`src/design/pdr_pkg.sv`:
```
`timescale 1ns / 1ps
// Shared types and constants for the proximity de-duplicating register.
// No dependencies; every other file of the block uses this package.
package pdr_pkg;

    localparam logic [1:0] CMD_SENSE    = 2'd0;
    localparam logic [1:0] CMD_CHECK    = 2'd1;
    localparam logic [1:0] CMD_REGISTER = 2'd2;

    localparam logic [3:0]  TYPE_NONE  = 4'd0;
    localparam logic [14:0] NEAR_RESET = 15'd320;

    typedef struct packed {
        logic [1:0]         cmd;
        logic               robot;
        logic [3:0]         sensed_type;
        logic signed [15:0] pos_x;
        logic signed [15:0] pos_y;
    } t_pdr_in;

    typedef struct packed {
        logic       is_new;
        logic       inserted;
        logic       table_full;
        logic [6:0] entry_count;
    } t_pdr_out;

    typedef struct packed {
        logic [3:0]  etype;
        logic [15:0] x;
        logic [15:0] y;
    } t_pdr_entry;

    typedef struct packed {
        logic load;
        logic issue;
        logic finish;
    } t_pdr_cmd;

    typedef struct packed {
        logic needs_scan;
        logic scan_last;
        logic pipe_busy;
        logic out_free;
    } t_pdr_stat;

endpackage

```
`src/design/pdr_ctrl.sv`:
```
`timescale 1ns / 1ps
// Controller state machine: sequences accept, table scan and result write-back.
// Depends on pdr_pkg for the command and status structs.
module pdr_ctrl (
    input  logic              i_clk,
    input  logic              i_rst_n,
    input  logic              i_in_valid,
    output logic              o_in_ready,
    input  pdr_pkg::t_pdr_stat i_stat,
    output pdr_pkg::t_pdr_cmd  o_cmd
);

    typedef enum logic [3:0] {
        ST_IDLE  = 4'b0001,
        ST_CHECK = 4'b0010,
        ST_SCAN  = 4'b0100,
        ST_FIN   = 4'b1000
    } t_state;

    t_state r_state;
    t_state n_state;

    always_ff @(posedge i_clk) begin
        if (!i_rst_n) begin
            r_state <= ST_IDLE;
        end else begin
            r_state <= n_state;
        end
    end

    always_comb begin
        n_state      = r_state;
        o_cmd        = '0;
        o_in_ready   = 1'b0;
        unique case (r_state)
            ST_IDLE: begin
                o_in_ready = 1'b1;
                if (i_in_valid) begin
                    o_cmd.load = 1'b1;
                    n_state    = ST_CHECK;
                end
            end
            ST_CHECK: begin
                n_state = i_stat.needs_scan ? ST_SCAN : ST_FIN;
            end
            ST_SCAN: begin
                o_cmd.issue = 1'b1;
                if (i_stat.scan_last) begin
                    n_state = ST_FIN;
                end
            end
            ST_FIN: begin
                if (!i_stat.pipe_busy && i_stat.out_free) begin
                    o_cmd.finish = 1'b1;
                    n_state      = ST_IDLE;
                end
            end
            default: begin
                n_state = ST_IDLE;
            end
        endcase
    end

endmodule

```
`src/design/pdr_datapath.sv`:
```
`timescale 1ns / 1ps
// Datapath: item register, robot types, entry memory, distance pipeline, output register.
// Depends on pdr_pkg; driven by pdr_ctrl through a command struct.
module pdr_datapath #(
    parameter int TABLE_DEPTH = 64
) (
    input  logic               i_clk,
    input  logic               i_rst_n,
    input  pdr_pkg::t_pdr_in   i_in,
    input  logic               i_cfg_valid,
    input  logic [14:0]        i_cfg_data,
    input  pdr_pkg::t_pdr_cmd  i_cmd,
    output pdr_pkg::t_pdr_stat o_stat,
    output logic               o_out_valid,
    input  logic               i_out_ready,
    output pdr_pkg::t_pdr_out  o_out
);

    localparam int AW = (TABLE_DEPTH > 1) ? $clog2(TABLE_DEPTH) : 1;
    localparam int CW = $clog2(TABLE_DEPTH + 1);

    pdr_pkg::t_pdr_entry r_mem [TABLE_DEPTH];

    pdr_pkg::t_pdr_in    r_item;
    pdr_pkg::t_pdr_entry r_rd_data;
    logic [3:0]          r_types [2];
    logic [3:0]          r_cur_type;
    logic [14:0]         r_near;
    logic [29:0]         r_r2;
    logic [AW-1:0]       r_idx;
    logic [CW-1:0]       r_count;
    logic                r_rd_vld;
    logic                r_sq_vld;
    logic                r_teq;
    logic [31:0]         r_dx2;
    logic [31:0]         r_dy2;
    logic                r_hit;
    logic                r_out_valid;
    pdr_pkg::t_pdr_out   r_out;

    logic [16:0] w_dx;
    logic [16:0] w_dy;
    logic [16:0] w_adx;
    logic [16:0] w_ady;
    logic [32:0] w_sum;
    logic        w_scan_cmd;
    logic        w_is_new;
    logic        w_room;
    logic        w_insert;
    logic        w_full;
    logic        w_out_free;

    assign w_dx  = {r_rd_data.x[15], r_rd_data.x} - {r_item.pos_x[15], r_item.pos_x};
    assign w_dy  = {r_rd_data.y[15], r_rd_data.y} - {r_item.pos_y[15], r_item.pos_y};
    assign w_adx = w_dx[16] ? (17'd0 - w_dx) : w_dx;
    assign w_ady = w_dy[16] ? (17'd0 - w_dy) : w_dy;
    assign w_sum = {1'b0, r_dx2} + {1'b0, r_dy2};

    assign w_scan_cmd = (r_item.cmd == pdr_pkg::CMD_CHECK) ||
                        (r_item.cmd == pdr_pkg::CMD_REGISTER);
    assign w_is_new   = w_scan_cmd && (r_cur_type != pdr_pkg::TYPE_NONE) && !r_hit;
    assign w_room     = r_count < CW'(TABLE_DEPTH);
    assign w_insert   = (r_item.cmd == pdr_pkg::CMD_REGISTER) && w_is_new && w_room;
    assign w_full     = (r_item.cmd == pdr_pkg::CMD_REGISTER) && w_is_new && !w_room;
    assign w_out_free = !r_out_valid || i_out_ready;

    assign o_stat.needs_scan = w_scan_cmd && (r_cur_type != pdr_pkg::TYPE_NONE) &&
                               (r_count != '0);
    assign o_stat.scan_last  = (CW'(r_idx) + CW'(1)) == r_count;
    assign o_stat.pipe_busy  = r_rd_vld || r_sq_vld;
    assign o_stat.out_free   = w_out_free;

    assign o_out_valid = r_out_valid;
    assign o_out       = r_out;

    always_ff @(posedge i_clk) begin
        if (!i_rst_n) begin
            r_near      <= pdr_pkg::NEAR_RESET;
            r_types[0]  <= pdr_pkg::TYPE_NONE;
            r_types[1]  <= pdr_pkg::TYPE_NONE;
            r_count     <= '0;
            r_rd_vld    <= 1'b0;
            r_sq_vld    <= 1'b0;
            r_hit       <= 1'b0;
            r_out_valid <= 1'b0;
            r_idx       <= '0;
        end else begin
            if (i_cfg_valid) begin
                r_near <= i_cfg_data;
            end
            if (i_cmd.load && (i_in.cmd == pdr_pkg::CMD_SENSE)) begin
                r_types[i_in.robot] <= i_in.sensed_type;
            end
            if (i_cmd.load) begin
                r_idx <= '0;
            end else if (i_cmd.issue) begin
                r_idx <= r_idx + AW'(1);
            end
            r_rd_vld <= i_cmd.issue;
            r_sq_vld <= r_rd_vld;
            if (i_cmd.load) begin
                r_hit <= 1'b0;
            end else if (r_sq_vld && r_teq && (w_sum < {3'b000, r_r2})) begin
                r_hit <= 1'b1;
            end
            if (i_cmd.finish && w_insert) begin
                r_count <= r_count + CW'(1);
            end
            if (i_cmd.finish) begin
                r_out_valid <= 1'b1;
            end else if (i_out_ready) begin
                r_out_valid <= 1'b0;
            end
        end
    end

    always_ff @(posedge i_clk) begin
        if (i_cmd.load) begin
            r_item     <= i_in;
            r_cur_type <= r_types[i_in.robot];
            r_r2       <= {15'd0, r_near} * {15'd0, r_near};
        end
        r_dx2 <= {16'd0, w_adx[15:0]} * {16'd0, w_adx[15:0]};
        r_dy2 <= {16'd0, w_ady[15:0]} * {16'd0, w_ady[15:0]};
        r_teq <= r_rd_data.etype == r_cur_type;
        if (i_cmd.finish) begin
            r_out.is_new      <= w_is_new;
            r_out.inserted    <= w_insert;
            r_out.table_full  <= w_full;
            r_out.entry_count <= 7'(w_insert ? (r_count + CW'(1)) : r_count);
        end
    end

    always_ff @(posedge i_clk) begin
        if (i_cmd.finish && w_insert) begin
            r_mem[r_count[AW-1:0]] <= '{etype: r_cur_type,
                                       x:     r_item.pos_x,
                                       y:     r_item.pos_y};
        end
        if (i_cmd.issue) begin
            r_rd_data <= r_mem[r_idx];
        end
    end

endmodule

```
`src/design/proximity_dedup_register.sv`:
```
`timescale 1ns / 1ps
// Top level of the proximity de-duplicating register of detected items.
// Depends on pdr_pkg, pdr_ctrl and pdr_datapath.
//
// Channel   Direction  Handshake               Beat payload
// in        input      i_in_valid/o_in_ready   pdr_pkg::t_pdr_in
// out       output     o_out_valid/i_out_ready pdr_pkg::t_pdr_out
// cfg       input      i_cfg_valid/o_cfg_ready near_distance, 15 bits
//
// A sensor report, an unused command, a none type or an empty table skips the table scan.
// A check or register command reads one stored entry per cycle through the single memory
// read port, and its result waits until the scan pipeline has drained.
// Reset is synchronous and needs no clearing pass; the table starts empty.
// A finished result waits in the output register; the next beat is taken meanwhile and
// its own result holds back only until that register is free.
module proximity_dedup_register #(
    parameter int TABLE_DEPTH = 64
) (
    input  logic              i_clk,
    input  logic              i_rst_n,
    input  logic              i_in_valid,
    output logic              o_in_ready,
    input  pdr_pkg::t_pdr_in  i_in,
    output logic              o_out_valid,
    input  logic              i_out_ready,
    output pdr_pkg::t_pdr_out o_out,
    input  logic              i_cfg_valid,
    output logic              o_cfg_ready,
    input  logic [14:0]       i_cfg_data
);

    pdr_pkg::t_pdr_cmd  w_cmd;
    pdr_pkg::t_pdr_stat w_stat;

    assign o_cfg_ready = 1'b1;

    pdr_ctrl u_ctrl (
        .i_clk      (i_clk),
        .i_rst_n    (i_rst_n),
        .i_in_valid (i_in_valid),
        .o_in_ready (o_in_ready),
        .i_stat     (w_stat),
        .o_cmd      (w_cmd)
    );

    pdr_datapath #(
        .TABLE_DEPTH (TABLE_DEPTH)
    ) u_datapath (
        .i_clk       (i_clk),
        .i_rst_n     (i_rst_n),
        .i_in        (i_in),
        .i_cfg_valid (i_cfg_valid),
        .i_cfg_data  (i_cfg_data),
        .i_cmd       (w_cmd),
        .o_stat      (w_stat),
        .o_out_valid (o_out_valid),
        .i_out_ready (i_out_ready),
        .o_out       (o_out)
    );

    assert property (@(posedge i_clk) disable iff (!i_rst_n)
        o_in_ready && i_in_valid |=> !o_in_ready)
        else $error("Input accepted a second beat while one was in progress.");

    assert property (@(posedge i_clk) disable iff (!i_rst_n)
        o_out_valid |-> !(o_out.inserted && !o_out.is_new))
        else $error("Entry inserted for an item that was not new.");

    assert property (@(posedge i_clk) disable iff (!i_rst_n)
        o_out_valid && o_out.table_full |-> o_out.entry_count == 7'(TABLE_DEPTH))
        else $error("Table reported full with room left.");

    assert property (@(posedge i_clk) disable iff (!i_rst_n)
        o_out_valid |-> !(o_out.inserted && o_out.table_full))
        else $error("Inserted and full reported together.");

endmodule
```
`config.mk`:
```
export PLATFORM = sky130hd
export DESIGN_NAME = proximity_dedup_register
export DESIGN_NICKNAME = d
export VERILOG_FILES = /design/src/design/pdr_pkg.sv /design/src/design/pdr_ctrl.sv /design/src/design/pdr_datapath.sv /design/src/design/proximity_dedup_register.sv
export SDC_FILE = /design/constraint.sdc
export NUM_CORES = 2
export LEC_CHECK = 0
export BUFFER_PORTS_ARGS = -buffer_cell sky130_fd_sc_hd__buf_2
export CAP_MARGIN = 20
export CORE_ASPECT_RATIO = 1.25
export CORE_MARGIN = 2
export CORE_UTILIZATION = 55
export CTS_BUF_LIST = sky130_fd_sc_hd__clkbuf_16
export CTS_CLUSTER_SIZE = 25
export DETAILED_ROUTE_END_ITERATION = 10
export MAX_ROUTING_LAYER = met4
export PLACE_DENSITY_LB_ADDON = 0.25
export SYNTH_ARGS = -nofsm -noshare
export SYNTH_HDL_FRONTEND = slang
export SYNTH_SLANG_ARGS = --single-unit
```
`constraint.sdc`:
```
create_clock -name i_clk -period 13.14 [get_ports i_clk]
set_input_delay 1.971 -clock i_clk [delete_from_list [all_inputs] [get_ports i_clk]]
set_output_delay 1.971 -clock i_clk [all_outputs]
set_load 0.02 [all_outputs]
```
==> metrics list <==
* Status: finished, final reports clean
- After detailed routing, the average wire length per cell comes to 30.6 um.
- The first routing iteration left 7,332 violations.
* Placement Rows: 190
- In this design, the stage delay of the slowest critical-path cell is 610 ps.
- Number of clock sinks: 2,524
- On the final layout, the worst clock skew is 65.0 ps.
- Setup violations remaining at the end of the flow were counted as 0.
- STA puts the critical path data arrival time at 11,270 ps.
* Minimum hold slack: 509 ps
* Number of nets with antenna violations after detailed routing: 0
- STA classifies the critical path startpoint as a register.
- Number of distinct library cells after synthesis: 85
- Sorting the synthesized cells by how often they occur yields sky130_fd_sc_hd__edfxtp_1, sky130_fd_sc_hd__mux4_2, sky130_fd_sc_hd__inv_1, sky130_fd_sc_hd__fa_1, sky130_fd_sc_hd__ha_1.
- Worst slack at placement: 2860 ps
- In the final design database the tool counted 7,671 nets.
- Static timing analysis puts the maximum clock frequency at 0.0953 GHz.
- From bottom edge to top edge, the die measures 522 um.
- Fill cells in the final layout number 15,100.
- The total overflow left after global routing is 0.
- Detailed-route vias per instance: 6.27
- Source-to-sink clock delay at the later pin of the worst-skew pair: 920 ps
- Synth Flop Type: sky130_fd_sc_hd__edfxtp_1
- Maximum number of pins on one net before global-route repair: 159
* Final Max Slew Viols: 0
* Number of buffers between clock root and the deepest sink: 4
- Measured on the finished design, the core utilization comes to 60.8%.
- Number of placed I/O pins: 72
* Global-route wire length before repair: 434,000 um
* CP Class: register to register
- Hold crit path type: register to register
- Number of flip-flops and latches in the synthesized netlist: 2,524
- Headroom to the max-slew limit came out at 24.6%.
- The routed design has 299,000 um of wire.
- Vias: 61,200
- Period utilization: 79.8%
* Share of final-layout standard cells stronger than drive strength 1: 20.4%
- Number of nets in the synthesized netlist: 7,447
* Syn Area/Cell: 18.0 um2
- Cell depth of the worst flop-to-flop path: 36
- Number of antenna violations at the first check in global routing: 16
- Resize count post-CTS: 0
* Detailed placement HPWL: 179,000 um
- Clock tree synthesis selected as its root buffer the cell sky130_fd_sc_hd__clkbuf_16.
- Vias in the first global route: 63,000
- From synthesis to final layout, the design area changed by 10.2%.
- FFs w/ async S/R, synth: 0%
- Setup slack on the critical path of the routed design comes to 2650 ps.
* Peak fanout along the critical path: 65
- CTS tree: yes
- Sorting the synthesized cells by area gives the leading types as sky130_fd_sc_hd__edfxtp_1, sky130_fd_sc_hd__mux4_2, sky130_fd_sc_hd__fa_1, sky130_fd_sc_hd__ha_1, sky130_fd_sc_hd__inv_1.
* Synthesis Warnings: 0
- Aggregate negative setup slack: 0 ps
* Synth Instances: 6,545
* Total routing resource utilization after global routing: 28.8%
- In this run the post-CTS setup repair buffer count came out at 0.
- Placeable Area: 214,000 um2
- Worst Tran Pin Value: 1130 ps
- Number of flops mapped to enable cells by yosys: 2,425
- Shortest period the worst path allows: 10,490 ps
- Buffers inserted to repair hold after CTS numbered 0.
* Mapped Area: 118,000 um2
- Die width: 418 um
- Clock transition at the registers of the reported paths: 60 ps
* CP Data Required Time: 13,930 ps
- The share of the Yosys chip area taken by registers is 63.4%.
- Clock buffer count from CTS: 236
- Drc violations: 0
- For this design, the slowest cell found on the critical path is sky130_fd_sc_hd__xor2_1.
- Capturing element type of the critical path: register
* Number of cells on the worst hold path: 1
* Top-count cell post-synth: sky130_fd_sc_hd__edfxtp_1
- Number of buffers inserted by port buffering: 70
* Full die area: 218,000 um2
* Area share of the largest cell type after synthesis: 61.7%
- The first detailed-routing pass took 5 iterations.
- The largest total area in the synthesized netlist belongs to sky130_fd_sc_hd__edfxtp_1.
- The clock tree synthesis step divided the H-tree into 4 levels.
* RePlAce Congestion: 0.933
- For this configuration, the core starts out at a cell density of 55.2%.
- The final-report hold violation count is 0.
* RSZ-0062 raised after global routing: no
- Total of max-cap violations: 0
==> layer usage <==
| layer | vias up | routed length, um | global-route usage, % |
|---|---|---|---|
| met3 | 595 | 24000 | 4.47 |
| met4 | 0 | 14900 | 12.7 |
| met1 | 32500 | 108000 | 36.1 |
| li1 | 25300 | - | - |
| met5 | - | 0 | - |
| met2 | 2890 | 151000 | 46.8 |
==> critical path: cells and delay by family, from the launching register on <==
family,cells,cell delay [ps]
adders and majority gates,8,3720
AOI/OAI and AO/OA,12,3220
buffers and inverters,8,1380
and+or+nand+nor,6,900
xor gates and xnor gates,2,740
DFF,1,330
==> path summary, 6_finish.rpt <==
path,startpoint,endpoint,slack (ps)
setup / recovery,u_datapath.r_item[2]$_DFFE_PP_,u_datapath.r_dy2[30]$_DFF_P_,2650
hold reg to reg,u_datapath.r_rd_vld$_SDFF_PN0_,u_datapath.r_sq_vld$_SDFF_PN0_,510
setup reg to reg,u_datapath.r_item[2]$_DFFE_PP_,u_datapath.r_dy2[30]$_DFF_P_,2650
hold / removal,u_datapath.r_rd_vld$_SDFF_PN0_,u_datapath.r_sq_vld$_SDFF_PN0_,510
==> metrics by stage <==
| stage | cell area [um2] | cells |
|---|---|---|
| 6_report | 130000 | 9755 |
| 5_1_grt | 130000 | 9754 |
| 4_1_cts | 130000 | 9747 |
| 3_5_place_dp | 123000 | 9315 |
| 3_3_place_gp | 123000 | 9315 |
| 2_1_floorplan | 118000 | 6545 |
==> cell families (layout without fill, tap and decap cells) <==
family                     Yosys count  after routing  synth area share, %
buffers and inverters              976           1394                 3.11
xor gates and xnor gates           201            201                 1.53
other                                1              9              0.00318
adders and majority gates          843            843                 11.9
DFF                               2524           2524                 63.4
muxes                              781            781                 14.6
AOI/OAI and AO/OA                  384            384                 2.12
and+or+nand+nor                    835            835                 3.30
==> layout make-up <==
cell class,count,area [um2],area share (%)
Antenna cell,8,20.0,0.0154
Clock buffer,239,5980,4.60
Clock inverter,193,1330,1.02
Inverter,747,2800,2.16
Multi-Input combinational cell,3045,40000,30.8
Sequential cell,2524,74800,57.6
Tap cell,2784,3480,2.68
Timing Repair Buffer,215,1530,1.17
==> state kept, by name (all words and copies together) (netlist names), 6 cells and up <==
register and count:
u_datapath.o_out 10, u_datapath.r_count 7, u_datapath.r_dx2 31, u_datapath.r_dy2 31, u_datapath.r_idx 6, u_datapath.r_item 34
u_datapath.r_mem 2304, u_datapath.r_near 15, u_datapath.r_r2 29, u_datapath.r_rd_data 36, u_datapath.r_types 8
==> cells in the final DEF (no fill, tap or decap), types with 58 or more instances in the layout <==
cell and n:
sky130_fd_sc_hd__a21oi_1 119, sky130_fd_sc_hd__xor2_1 67, sky130_fd_sc_hd__xnor2_1 131, sky130_fd_sc_hd__dfxtp_1 93, sky130_fd_sc_hd__buf_4 138, sky130_fd_sc_hd__and2_1 79
sky130_fd_sc_hd__o21ai_0 68, sky130_fd_sc_hd__clkbuf_16 239, sky130_fd_sc_hd__mux4_2 753, sky130_fd_sc_hd__nand2_1 223, sky130_fd_sc_hd__inv_1 777, sky130_fd_sc_hd__nor2_1 239
sky130_fd_sc_hd__ha_1 379, sky130_fd_sc_hd__buf_2 70, sky130_fd_sc_hd__clkinv_1 63, sky130_fd_sc_hd__a21o_1 58, sky130_fd_sc_hd__nor2_4 64, sky130_fd_sc_hd__edfxtp_1 2425
sky130_fd_sc_hd__fa_1 464
Power is not shown: default switching activity piles up to over one toggle a cycle in this logic, so the estimate is an artifact.
